$ cat config.mk
export PLATFORM = sky130hd
export DESIGN_NAME = typed_value_scan_filter_top
export DESIGN_NICKNAME = d
export VERILOG_FILES = /design/src/hw/rtl/tvsf_pkg.sv /design/src/hw/rtl/typed_value_scan_filter_top.sv /design/src/hw/rtl/tvsf_csr.sv
export SDC_FILE = /design/constraint.sdc
export NUM_CORES = 2
export LEC_CHECK = 0
export BUFFER_PORTS_ARGS = -buffer_cell sky130_fd_sc_hd__buf_2
export CORE_MARGIN = 2
export CORE_UTILIZATION = 40
export DETAILED_ROUTE_END_ITERATION = 6
export GPL_TIMING_DRIVEN = 0
export SLEW_MARGIN = 15
export SYNTH_ARGS = -nofsm -noshare
export SYNTH_HDL_FRONTEND = slang
export SYNTH_SLANG_ARGS = --single-unit
$ cat constraint.sdc
create_clock -name clock -period 33.3 [get_ports clock]
set_input_delay 3.33 -clock clock [delete_from_list [all_inputs] [get_ports clock]]
set_output_delay 3.33 -clock clock [all_outputs]
set_load 0.02 [all_outputs]
$ cat src/hw/rtl/tvsf_pkg.sv
// ----------------------------------------------------------------------------
// Value scan filter package
// Register indexes, compare mode codes, width codes, the configuration
// struct and the helpers that mask and order operands.
// ----------------------------------------------------------------------------
`default_nettype none

package tvsf_pkg;

   // Configuration port
   localparam int CsrIndexBits = 3;
   localparam int CsrDataBits  = 64;

   localparam logic [CsrIndexBits-1:0] REG_SCAN_MODE    = 3'd0;
   localparam logic [CsrIndexBits-1:0] REG_VALUE_WIDTH  = 3'd1;
   localparam logic [CsrIndexBits-1:0] REG_VALUE_SIGNED = 3'd2;
   localparam logic [CsrIndexBits-1:0] REG_FIRST_VALUE  = 3'd3;
   localparam logic [CsrIndexBits-1:0] REG_SECOND_VALUE = 3'd4;

   // Compare modes
   localparam logic [3:0] MODE_EQUAL        = 4'd0;
   localparam logic [3:0] MODE_BIGGER       = 4'd1;
   localparam logic [3:0] MODE_SMALLER      = 4'd2;
   localparam logic [3:0] MODE_RANGE        = 4'd3;
   localparam logic [3:0] MODE_INCREASED    = 4'd4;
   localparam logic [3:0] MODE_INCREASED_BY = 4'd5;
   localparam logic [3:0] MODE_DECREASED    = 4'd6;
   localparam logic [3:0] MODE_DECREASED_BY = 4'd7;
   localparam logic [3:0] MODE_CHANGED      = 4'd8;
   localparam logic [3:0] MODE_UNCHANGED    = 4'd9;
   localparam logic [3:0] MODE_UNKNOWN      = 4'd10;

   // Operand widths
   localparam logic [1:0] WIDTH_8  = 2'd0;
   localparam logic [1:0] WIDTH_16 = 2'd1;
   localparam logic [1:0] WIDTH_32 = 2'd2;
   localparam logic [1:0] WIDTH_64 = 2'd3;

   localparam logic [63:0] KEY_FLIP = 64'h8000_0000_0000_0000;

   typedef struct packed {
      logic [3:0]  scan_mode;
      logic [1:0]  value_width;
      logic        value_signed;
      logic [63:0] first_value;
      logic [63:0] second_value;
   } cfg_type;

   // Mask that keeps the low bits of the selected width
   function automatic logic [63:0] width_mask(input logic [1:0] width_code);
      logic [63:0] mask;
      case (width_code)
         WIDTH_8:  mask = 64'h0000_0000_0000_00FF;
         WIDTH_16: mask = 64'h0000_0000_0000_FFFF;
         WIDTH_32: mask = 64'h0000_0000_FFFF_FFFF;
         default:  mask = 64'hFFFF_FFFF_FFFF_FFFF;
      endcase
      return mask;
   endfunction

   // Map a masked value to a key whose unsigned order is the selected order
   function automatic logic [63:0] order_key(input logic [63:0] value,
                                             input logic [63:0] mask,
                                             input logic        is_signed);
      logic [63:0] sign_bit;
      logic [63:0] key;
      sign_bit = (mask >> 1) + 64'd1;
      key      = value;
      if (is_signed) begin
         if ((key & sign_bit) != 64'd0) begin
            key = key | ~mask;
         end
         key = key ^ KEY_FLIP;
      end
      return key;
   endfunction

endpackage

`default_nettype wire

$ cat src/hw/rtl/typed_value_scan_filter_top.sv
// ----------------------------------------------------------------------------
// Typed value scan filter
// Compares one candidate word per item against references or its previous
// value at a configured width and order, and returns match, address and
// the width-masked current value.
// ----------------------------------------------------------------------------
//
//  channel | direction | tdata (low bit up)                      | tuser
//  --------+-----------+-----------------------------------------+-------------
//  req_    | in        | address, current_word, previous_word    | has_previous
//  rsp_    | out       | match_address, kept_value               | match
//  csr_    | in        | write enable, register index, data      | -
//
//  One item enters per cycle while rsp_ is not stalled. An item moves through
//  three register stages (mask and key, compare, mode select into the output
//  register), and its result is offered on rsp_ from the output register.
//  Each stage holds its item while the next one is full and blocked, so a
//  stall on rsp_ backs up stage by stage and bubbles are still filled.
//  reset is synchronous and empties all stages and loads register defaults.
//  Write configuration only while no item is in flight.
// ----------------------------------------------------------------------------
`default_nettype none

module typed_value_scan_filter_top #(
   parameter  int ADDRESS_BITS = 48,
   localparam int ReqDataBits  = ((ADDRESS_BITS + 128 + 7) / 8) * 8,
   localparam int RspDataBits  = ((ADDRESS_BITS + 64 + 7) / 8) * 8
) (
   input  wire logic                               clock,
   input  wire logic                               reset,
   // input channel
   input  wire logic                               req_tvalid,
   output      logic                               req_tready,
   // address, current_word, previous_word
   input  wire logic [ReqDataBits-1:0]             req_tdata,
   // has_previous
   input  wire logic                               req_tuser,
   // result channel
   output      logic                               rsp_tvalid,
   input  wire logic                               rsp_tready,
   // match_address, kept_value
   output      logic [RspDataBits-1:0]             rsp_tdata,
   // match
   output      logic                               rsp_tuser,
   // configuration port
   input  wire logic                               csr_wen,
   input  wire logic [tvsf_pkg::CsrIndexBits-1:0]  csr_index,
   input  wire logic [tvsf_pkg::CsrDataBits-1:0]   csr_wdata
);
   import tvsf_pkg::*;

   typedef struct packed {
      logic [ADDRESS_BITS-1:0] address;
      logic [63:0]             cur;
      logic [63:0]             first;
      logic [63:0]             key_cur;
      logic [63:0]             key_prev;
      logic [63:0]             key_first;
      logic [63:0]             key_second;
      logic [63:0]             diff_up;
      logic [63:0]             diff_down;
      logic                    has_prev;
   } s1_type;

   typedef struct packed {
      logic [ADDRESS_BITS-1:0] address;
      logic [63:0]             cur;
      logic                    has_prev;
      logic                    eq_first;
      logic                    gt_first;
      logic                    lt_first;
      logic                    lt_second;
      logic                    gt_prev;
      logic                    lt_prev;
      logic                    eq_prev;
      logic                    up_hit;
      logic                    down_hit;
   } s2_type;

   cfg_type cfg;

   logic s1_valid_ff, s1_valid_in;
   logic s2_valid_ff, s2_valid_in;
   logic s3_valid_ff, s3_valid_in;
   s1_type s1_ff, s1_in;
   s2_type s2_ff, s2_in;
   logic [ADDRESS_BITS-1:0] s3_address_ff, s3_address_in;
   logic [63:0]             s3_kept_ff, s3_kept_in;
   logic                    s3_match_ff, s3_match_in;

   logic s1_ready, s2_ready, s3_ready;
   logic [63:0] mask;
   logic [63:0] cur_raw, prev_raw;
   logic        match_sel;

   tvsf_csr u_csr (
      .clock     (clock),
      .reset     (reset),
      .csr_wen   (csr_wen),
      .csr_index (csr_index),
      .csr_wdata (csr_wdata),
      .cfg       (cfg)
   );

   // Per-stage ready: a stage takes an item when empty or draining
   assign s3_ready   = !s3_valid_ff || rsp_tready;
   assign s2_ready   = !s2_valid_ff || s3_ready;
   assign s1_ready   = !s1_valid_ff || s2_ready;
   assign req_tready = s1_ready;

   // Stage 1: mask operands, build order keys, wrap the differences
   assign mask     = width_mask(cfg.value_width);
   assign cur_raw  = req_tdata[ADDRESS_BITS +: 64];
   assign prev_raw = req_tdata[ADDRESS_BITS + 64 +: 64];

   always_comb begin
      s1_valid_in = s1_valid_ff;
      s1_in       = s1_ff;
      if (s1_ready) begin
         s1_valid_in      = req_tvalid;
         s1_in.address    = req_tdata[ADDRESS_BITS-1:0];
         s1_in.cur        = cur_raw & mask;
         s1_in.first      = cfg.first_value & mask;
         s1_in.key_cur    = order_key(cur_raw & mask, mask, cfg.value_signed);
         s1_in.key_prev   = order_key(prev_raw & mask, mask, cfg.value_signed);
         s1_in.key_first  = order_key(cfg.first_value & mask, mask, cfg.value_signed);
         s1_in.key_second = order_key(cfg.second_value & mask, mask, cfg.value_signed);
         s1_in.diff_up    = (cur_raw - prev_raw) & mask;
         s1_in.diff_down  = (prev_raw - cur_raw) & mask;
         s1_in.has_prev   = req_tuser;
      end
   end

   // Stage 2: all compares in parallel, one wide compare each
   always_comb begin
      s2_valid_in = s2_valid_ff;
      s2_in       = s2_ff;
      if (s2_ready) begin
         s2_valid_in     = s1_valid_ff;
         s2_in.address   = s1_ff.address;
         s2_in.cur       = s1_ff.cur;
         s2_in.has_prev  = s1_ff.has_prev;
         s2_in.eq_first  = s1_ff.key_cur == s1_ff.key_first;
         s2_in.gt_first  = s1_ff.key_cur >  s1_ff.key_first;
         s2_in.lt_first  = s1_ff.key_cur <  s1_ff.key_first;
         s2_in.lt_second = s1_ff.key_cur <  s1_ff.key_second;
         s2_in.gt_prev   = s1_ff.key_cur >  s1_ff.key_prev;
         s2_in.lt_prev   = s1_ff.key_cur <  s1_ff.key_prev;
         s2_in.eq_prev   = s1_ff.key_cur == s1_ff.key_prev;
         s2_in.up_hit    = s1_ff.diff_up == s1_ff.first;
         s2_in.down_hit  = s1_ff.diff_down == s1_ff.first;
      end
   end

   // Stage 3: pick the flag for the mode; modes on the previous value need it
   always_comb begin
      case (cfg.scan_mode)
         MODE_EQUAL:        match_sel = s2_ff.eq_first;
         MODE_BIGGER:       match_sel = s2_ff.gt_first;
         MODE_SMALLER:      match_sel = s2_ff.lt_first;
         MODE_RANGE:        match_sel = s2_ff.gt_first && s2_ff.lt_second;
         MODE_INCREASED:    match_sel = s2_ff.has_prev && s2_ff.gt_prev;
         MODE_INCREASED_BY: match_sel = s2_ff.has_prev && s2_ff.up_hit;
         MODE_DECREASED:    match_sel = s2_ff.has_prev && s2_ff.lt_prev;
         MODE_DECREASED_BY: match_sel = s2_ff.has_prev && s2_ff.down_hit;
         MODE_CHANGED:      match_sel = s2_ff.has_prev && !s2_ff.eq_prev;
         MODE_UNCHANGED:    match_sel = s2_ff.has_prev && s2_ff.eq_prev;
         MODE_UNKNOWN:      match_sel = 1'b1;
         default:           match_sel = 1'b0;
      endcase
   end

   always_comb begin
      s3_valid_in   = s3_valid_ff;
      s3_address_in = s3_address_ff;
      s3_kept_in    = s3_kept_ff;
      s3_match_in   = s3_match_ff;
      if (s3_ready) begin
         s3_valid_in   = s2_valid_ff;
         s3_address_in = s2_ff.address;
         s3_kept_in    = s2_ff.cur;
         s3_match_in   = match_sel;
      end
   end

   // Valid bits
   always_ff @(posedge clock) begin
      if (reset) begin
         s1_valid_ff <= 1'b0;
         s2_valid_ff <= 1'b0;
         s3_valid_ff <= 1'b0;
      end else begin
         s1_valid_ff <= s1_valid_in;
         s2_valid_ff <= s2_valid_in;
         s3_valid_ff <= s3_valid_in;
      end
   end

   // Payload
   always_ff @(posedge clock) begin
      s1_ff         <= s1_in;
      s2_ff         <= s2_in;
      s3_address_ff <= s3_address_in;
      s3_kept_ff    <= s3_kept_in;
      s3_match_ff   <= s3_match_in;
   end

   assign rsp_tvalid = s3_valid_ff;
   assign rsp_tdata  = RspDataBits'({s3_kept_ff, s3_address_ff});
   assign rsp_tuser  = s3_match_ff;

`ifndef SYNTHESIS
   // An accepted item always lands in stage 1
   a_accept_loads: assert property (@(posedge clock) disable iff (reset)
      req_tvalid && req_tready |=> s1_valid_ff)
      else $error("accepted item did not reach stage 1");

   // Input stalls only when stage 1 is occupied
   a_ready_only_when_full: assert property (@(posedge clock) disable iff (reset)
      !req_tready |-> s1_valid_ff)
      else $error("input stalled with stage 1 empty");

   // A blocked compare stage keeps its item and flags
   a_s2_holds: assert property (@(posedge clock) disable iff (reset)
      s2_valid_ff && !s3_ready |=> s2_valid_ff && $stable(s2_ff))
      else $error("stage 2 item lost during stall");

   // A new result only comes from a full compare stage
   a_rsp_source: assert property (@(posedge clock) disable iff (reset)
      $rose(rsp_tvalid) |-> $past(s2_valid_ff))
      else $error("result appeared without an item in stage 2");
`endif

endmodule

`default_nettype wire

$ cat src/hw/rtl/tvsf_csr.sv
// ----------------------------------------------------------------------------
// Value scan filter configuration registers
// Holds mode, width, signedness and the two reference values; written
// through a plain write port, no read-back.
// ----------------------------------------------------------------------------
`default_nettype none

module tvsf_csr (
   input  wire logic                               clock,
   input  wire logic                               reset,
   input  wire logic                               csr_wen,
   input  wire logic [tvsf_pkg::CsrIndexBits-1:0]  csr_index,
   input  wire logic [tvsf_pkg::CsrDataBits-1:0]   csr_wdata,
   output      tvsf_pkg::cfg_type                  cfg
);
   import tvsf_pkg::*;

   cfg_type cfg_ff;
   cfg_type cfg_in;

   // Decode the write; unused indexes leave everything as it is
   always_comb begin
      cfg_in = cfg_ff;
      if (csr_wen) begin
         case (csr_index)
            REG_SCAN_MODE:    cfg_in.scan_mode    = csr_wdata[3:0];
            REG_VALUE_WIDTH:  cfg_in.value_width  = csr_wdata[1:0];
            REG_VALUE_SIGNED: cfg_in.value_signed = csr_wdata[0];
            REG_FIRST_VALUE:  cfg_in.first_value  = csr_wdata;
            REG_SECOND_VALUE: cfg_in.second_value = csr_wdata;
            default:          cfg_in = cfg_ff;
         endcase
      end
   end

   always_ff @(posedge clock) begin
      if (reset) begin
         cfg_ff.scan_mode    <= MODE_EQUAL;
         cfg_ff.value_width  <= WIDTH_32;
         cfg_ff.value_signed <= 1'b0;
         cfg_ff.first_value  <= 64'd0;
         cfg_ff.second_value <= 64'd0;
      end else begin
         cfg_ff <= cfg_in;
      end
   end

   assign cfg = cfg_ff;

endmodule

`default_nettype wire

* After elaboration in Yosys (flattened, before gate mapping)
Cells that the tools add are included.
Word-level totals: register bits after elaboration 934, output and inout port bits 115, bits in latches 0, memory bits (read-only) 0, memories kept 0, input bits 249, word-level logic and storage cells 124, bits in writable memories 0
Operators by class: multiplexer cells 18, multiply operators 0, add/sub/neg operators 3, reductions and logical operators 26, bitwise operators 19, magnitude comparators 5, equality and inequality tests 20, shifts and indexed selects 0, divide/modulo/power cells 0
Operator list (number):
- two-way mux 64 bit | 16
- bitwise AND 64 bit | 10
- == test 64 bit | 4
- bitwise OR 64 bit | 4
- nonzero test 64 bit | 4
- less-than comparator 64 bit | 3
- case mux 64 bit (3 select lines) | 1
- > comparator 64 bit | 2
- subtractor 64 bit | 2
- adder 63 x 1 -> 64 bit (second input constant) | 1
- inverter 64 bit | 1
- == test 4 x 3 -> 1 bit (second input constant) | 4
- == test 4 bit (second input constant) | 3
- case mux 1 bit (11 select lines) | 1
- AND reduction 2 bit | 5
- == test 4 x 2 -> 1 bit (second input constant) | 2
- logical AND 1 bit | 7
- == test 3 x 2 -> 1 bit (second input constant) | 2
- == test 4 x 1 -> 1 bit (second input constant) | 1
- zero test 1 bit | 4
- zero test 4 bit | 1
- inverter 1 bit | 4
- == test 3 x 1 -> 1 bit (second input constant) | 1
- == test 3 bit (second input constant) | 1
- 5 further kinds | 7

* Depth between registers and ports, before layout
word-level depth 10, gate-level depth with buffers 11, gate-level depth less buffers 11

* Hierarchy
A second synthesis with hierarchy kept.
Unflattened totals: cells, all modules 4079, area, all modules 46530.9 um^2
By module, submodules not included:
- typed_value_scan_filter_top | cells an instance 3564, area an instance 40944.3 um^2, seq. area each 23452.5 um^2, times used 1
- tvsf_csr | cells an instance 515, area an instance 5586.6 um^2, seq. area each 2702.6 um^2, times used 1

* Worst setup path before layout
Ideal clock, no wire load.
path type input -> output, start point in rsp_tready, end point out req_tready, path buffers 0, data required time 29.970 ns, path slack 14.933 ns, data arrival time 15.037 ns, stages on the path 3, cells stage by stage nor2b_1 -> and2_1 -> nand2_1
On the way: longest elaborated chain between the ends 3
Ends and longest elaborated chain:
- start: declaration | RTL line typed_value_scan_filter_top.sv:40 | input wire logic rsp_tready,
- logical OR 1 bit | RTL line typed_value_scan_filter_top.sv:106 | assign s3_ready = !s3_valid_ff || rsp_tready;
- logical OR 1 bit | RTL line typed_value_scan_filter_top.sv:107 | assign s2_ready = !s2_valid_ff || s3_ready;
- logical OR 1 bit | RTL line typed_value_scan_filter_top.sv:108 | assign s1_ready = !s1_valid_ff || s2_ready;
- end: declaration | RTL line typed_value_scan_filter_top.sv:33 | output logic req_tready,
No other way between the ends.

* Worst setup path after layout
Same ends and word-level chain as after synthesis.

==> impl_metrics.prom <==
# TYPE chip_impl_metric gauge
chip_impl_metric{name="tightest_slew",unit="ns"} 1.37
chip_impl_metric{name="synth_sequential_area_ratio",unit="%"} 57.3
chip_impl_metric{name="regArea",unit="sq um"} 26200
chip_impl_metric{name="hold_depth",unit=""} 0
chip_impl_metric{name="vias_per_cell",unit=""} 5.37
chip_impl_metric{name="drt_wl_total",unit="mm"} 152
chip_impl_metric{name="p_sw_share",unit="%"} 26.2
chip_impl_metric{name="row_count",unit=""} 123
chip_impl_info{name="ys.flop_type",value="sky130_fd_sc_hd__edfxtp_1"} 1
chip_impl_metric{name="drt_first_iter_violations",unit=""} 3259
chip_impl_metric{name="post_cts_resized",unit=""} 0
chip_impl_info{name="ys_top_cells_by_area",value="sky130_fd_sc_hd__edfxtp_1 (51%), sky130_fd_sc_hd__ha_1 (8.7%), sky130_fd_sc_hd__dfxtp_1 (6.1%), sky130_fd_sc_hd__nand2_1 (4.4%), sky130_fd_sc_hd__a21oi_1 (4.3%)"} 1
chip_impl_metric{name="cap_violations",unit=""} 0
chip_impl_metric{name="setup-tns-final",unit="ns"} 0
chip_impl_metric{name="fin_hold_ws",unit="ns"} 0.405
chip_impl_metric{name="ant_nets",unit=""} 0
chip_impl_metric{name="io_buffers",unit=""} 362
chip_impl_info{name="setup.worst_path.start_class",value="input pin"} 1
chip_impl_metric{name="crit_arrival",unit="ns"} 4.85
chip_impl_metric{name="grt_pass1_vias",unit=""} 32600
chip_impl_metric{name="reg2reg_depth",unit=""} 9
chip_impl_metric{name="power.static_leakage",unit="uW"} 0.0242
chip_impl_metric{name="ctsLongestPathBuffers",unit=""} 3
chip_impl_metric{name="synth_area_per_cell",unit="sq um"} 11.0
chip_impl_metric{name="r2r_slack",unit="ns"} 29.15
chip_impl_metric{name="share_of_flip_flops_with_an_asynchronous_set_or_reset",unit="%"} 0
chip_impl_metric{name="overflow",unit=""} 0
chip_impl_info{name="hold_path_class",value="register to register"} 1
chip_impl_metric{name="netlist_area",unit="sq um"} 45600
chip_impl_metric{name="ir_drop",unit="mV"} 0.0404
chip_impl_metric{name="fmax",unit="MHz"} 122
chip_impl_metric{name="synth.net_count",unit=""} 4725
chip_impl_metric{name="die_outline_width",unit="um"} 342
chip_impl_metric{name="vias",unit=""} 33500
chip_impl_metric{name="postCtsHoldBufs",unit=""} 0
chip_impl_info{name="worst_setup_path_end_kind",value="output pin"} 1
chip_impl_metric{name="combPwrFrac",unit="%"} 12.8
chip_impl_metric{name="post_synth_inst_count",unit=""} 4157
chip_impl_metric{name="total_die_area",unit="sq um"} 117000
chip_impl_metric{name="nNetsFinal",unit=""} 5205
chip_impl_metric{name="syn2layout_area_growth",unit="%"} 16.9
chip_impl_metric{name="clk_transition_reported_paths",unit="ns"} 0.06
chip_impl_metric{name="cell_internal_pwr",unit="uW"} 2130
chip_impl_metric{name="htree_num_levels",unit=""} 3
chip_impl_info{name="cts-root-buf",value="sky130_fd_sc_hd__clkbuf_16"} 1
chip_impl_metric{name="clock_sinks",unit=""} 917
chip_impl_metric{name="postCtsSetupRepairBufs",unit=""} 0
chip_impl_metric{name="timing.final.hold_violations",unit=""} 0
chip_impl_metric{name="min_period_over_period",unit="%"} 24.6
chip_impl_metric{name="grt_first_pass_wirelength",unit="mm"} 218
chip_impl_metric{name="final.setup_skew",unit="ns"} 0.0460
chip_impl_metric{name="pwr-share-seq",unit="%"} 45.9
chip_impl_metric{name="slew_headroom",unit="%"} 8.02
chip_impl_metric{name="multi_input_comb_area",unit="sq um"} 17200
chip_impl_metric{name="grt_start_max_net_pins",unit=""} 69
chip_impl_metric{name="die_y",unit="um"} 342
chip_impl_metric{name="timing_max_transition_violations_final",unit=""} 0
chip_impl_metric{name="finalInstanceArea",unit="sq um"} 53300
chip_impl_metric{name="ioPinCount",unit=""} 364
chip_impl_metric{name="dr.pass1.iters",unit=""} 5
chip_impl_metric{name="ys.warnings.count",unit=""} 0
chip_impl_metric{name="post_route_cells_drive_above_1_share",unit="%"} 13.2
chip_impl_metric{name="n_fill_cell",unit=""} 10400
chip_impl_metric{name="synth_enable_flop_cells",unit=""} 779
chip_impl_metric{name="worst-endpoint-required",unit="ns"} 29.97
chip_impl_metric{name="synthDominantCellAreaShare",unit="%"} 51.2
chip_impl_metric{name="initial_core_util",unit="%"} 40.5
chip_impl_info{name="tritoncts_clock_tree",value="built"} 1
chip_impl_metric{name="cts-buffers-inserted",unit=""} 100
chip_impl_metric{name="design.core.area",unit="sq um"} 113000
chip_impl_metric{name="gp_congestion",unit=""} 0.990
chip_impl_info{name="setup_repair_after_global_routing_missed_its_margin",value="no"} 1
chip_impl_metric{name="finalSetupViolations",unit=""} 0
chip_impl_metric{name="clk_latency",unit="ns"} 0.72
chip_impl_metric{name="yosys_register_bits",unit=""} 917
chip_impl_metric{name="total_switching_power",unit="uW"} 757
chip_impl_metric{name="wl_per_cell",unit="um"} 24.4
chip_impl_info{name="run_status",value="complete, no violations"} 1
chip_impl_info{name="worst-setup-path-type",value="input pin to output pin"} 1
chip_impl_metric{name="power.density",unit="nW/um^2"} 54.1
chip_impl_metric{name="placed_cell_area",unit="sq um"} 49700
chip_impl_info{name="synth.largest_area_cell",value="sky130_fd_sc_hd__edfxtp_1"} 1
chip_impl_metric{name="clock_network_fraction_of_total_power",unit="%"} 41.3
chip_impl_metric{name="placed_wire_length_estimate",unit="mm"} 121
chip_impl_metric{name="crit_path_max_fanout",unit=""} 24
chip_impl_metric{name="number_of_unique_standard_cell_types_used_by_synthesis",unit=""} 82
chip_impl_metric{name="grt.total_usage",unit="%"} 25.7
chip_impl_metric{name="final.min_clock_period",unit="ns"} 8.18
chip_impl_metric{name="antenna_violations_before_repair",unit=""} 21
chip_impl_metric{name="drc_errors",unit=""} 0
-- worst paths after layout --
check        startpoint    endpoint
max reg2reg  s1_ff[362]    s2_ff[3]
min          s1_ff[493]   s2_ff[54]
max          rsp_tready  req_tready
min reg2reg  s1_ff[493]   s2_ff[54]
-- worst max-delay path, stage by stage --
cell and delay [ns]:
sky130_fd_sc_hd__buf_2 0.10, sky130_fd_sc_hd__nor2b_1 0.39, sky130_fd_sc_hd__and2_1 0.41, sky130_fd_sc_hd__nand2_4 0.31
sky130_fd_sc_hd__buf_2 0.28
-- cells in the final DEF, fill, tap and decap left out, types with 15 or more instances in the layout --
cell                        count
sky130_fd_sc_hd__buf_2        393
sky130_fd_sc_hd__o21bai_1      31
sky130_fd_sc_hd__bufinv_16     15
sky130_fd_sc_hd__nor3_1        40
sky130_fd_sc_hd__nand2_1      534
sky130_fd_sc_hd__nor2_1       273
sky130_fd_sc_hd__xor2_1       154
sky130_fd_sc_hd__edfxtp_1     779
sky130_fd_sc_hd__nand2b_1      21
sky130_fd_sc_hd__xnor2_1       55
sky130_fd_sc_hd__a21o_1       187
sky130_fd_sc_hd__o21a_1        25
sky130_fd_sc_hd__o21ai_0      203
sky130_fd_sc_hd__ha_1         317
sky130_fd_sc_hd__inv_1        412
sky130_fd_sc_hd__a21oi_1      392
sky130_fd_sc_hd__clkbuf_8      16
sky130_fd_sc_hd__and3_1        16
sky130_fd_sc_hd__diode_2       17
sky130_fd_sc_hd__clkinv_2      16
sky130_fd_sc_hd__mux2i_1       35
sky130_fd_sc_hd__dfxtp_1      138
sky130_fd_sc_hd__clkbuf_16    101
sky130_fd_sc_hd__buf_1         17
sky130_fd_sc_hd__nand4_1       83
sky130_fd_sc_hd__nand3_1       43
sky130_fd_sc_hd__nor4_1        47
sky130_fd_sc_hd__clkbuf_1     128
-- through the flow --
step,setup slack (ns),power (uW),instances,util (%)
global route,24.95,2980,6232,47.3
floorplan,14.93,1560,4157,-
global placement,7.51,1700,6019,43.7
finish,25.12,2890,6242,47.3
CTS,25.07,2900,6224,47.2
detailed placement,25.07,1710,6034,44.1
-- per-layer routing --
metal / wire length [um] / track usage (%)
met5: 62 / 0
met1: 65100 / 34.5
met2: 69900 / 41.3
met3: 11600 / 4.69
met4: 5500 / 9.88
-- registers in the layout, summed over array words and instances, names as in the netlist --
register / cells
s3_kept_ff: 64
rsp_tvalid: 1
s2_valid_ff: 1
s2_ff: 122
rsp_tuser: 1
u_csr.cfg: 135
s1_valid_ff: 1
s1_ff: 544
s3_address_ff: 48
-- cell usage after synthesis (35+ instances only) --
master,count
sky130_fd_sc_hd__edfxtp_1,779
sky130_fd_sc_hd__nand2_1,535
sky130_fd_sc_hd__inv_1,414
sky130_fd_sc_hd__a21oi_1,392
sky130_fd_sc_hd__ha_1,317
sky130_fd_sc_hd__nor2_1,273
sky130_fd_sc_hd__o21ai_0,204
sky130_fd_sc_hd__a21o_1,187
sky130_fd_sc_hd__xor2_1,154
sky130_fd_sc_hd__dfxtp_1,138
sky130_fd_sc_hd__clkbuf_1,113
sky130_fd_sc_hd__nand4_1,83
sky130_fd_sc_hd__xnor2_1,55
sky130_fd_sc_hd__nor4_1,48
sky130_fd_sc_hd__nand3_1,43
sky130_fd_sc_hd__nor3_1,40
sky130_fd_sc_hd__mux2i_1,35
-- power by group through the flow --
stage	registers, uW	clock network, uW	logic (uW)
after floorplan	1350	0	203
after global placement	1350	0	355
after detailed placement	1350	0	357
after CTS	1330	1220	360
after global routing	1330	1260	394
final	1330	1190	368
-- final cells by class --
cell class                 instances  area share, %
sequential                       917           49.0
multi-input combinational       2659           32.3
clock buffer                     128           5.15
timing repair buffer             378           4.05
tap                             1500           3.52
inverter                         414           2.94
clock inverter                    62           1.57
buffer                           167           1.35
antenna                           17         0.0797
-- logic make-up (layout without fill, tap and decap cells) --
| family | Yosys count | count (layout) | synth area share [%] |
|---|---|---|---|
| buffers and inverters | 581 | 1149 | 4.98 |
| xor gates and xnor gates | 209 | 209 | 4.01 |
| adders and majority gates | 319 | 319 | 8.78 |
| muxes | 40 | 40 | 1.01 |
| other | 0 | 17 | 0 |
| AOI/OAI and AO/OA | 972 | 972 | 13.1 |
| and+or+nand+nor | 1119 | 1119 | 10.8 |
| DFF | 917 | 917 | 57.3 |
No activity file was read; power rests on OpenSTA's default activity.
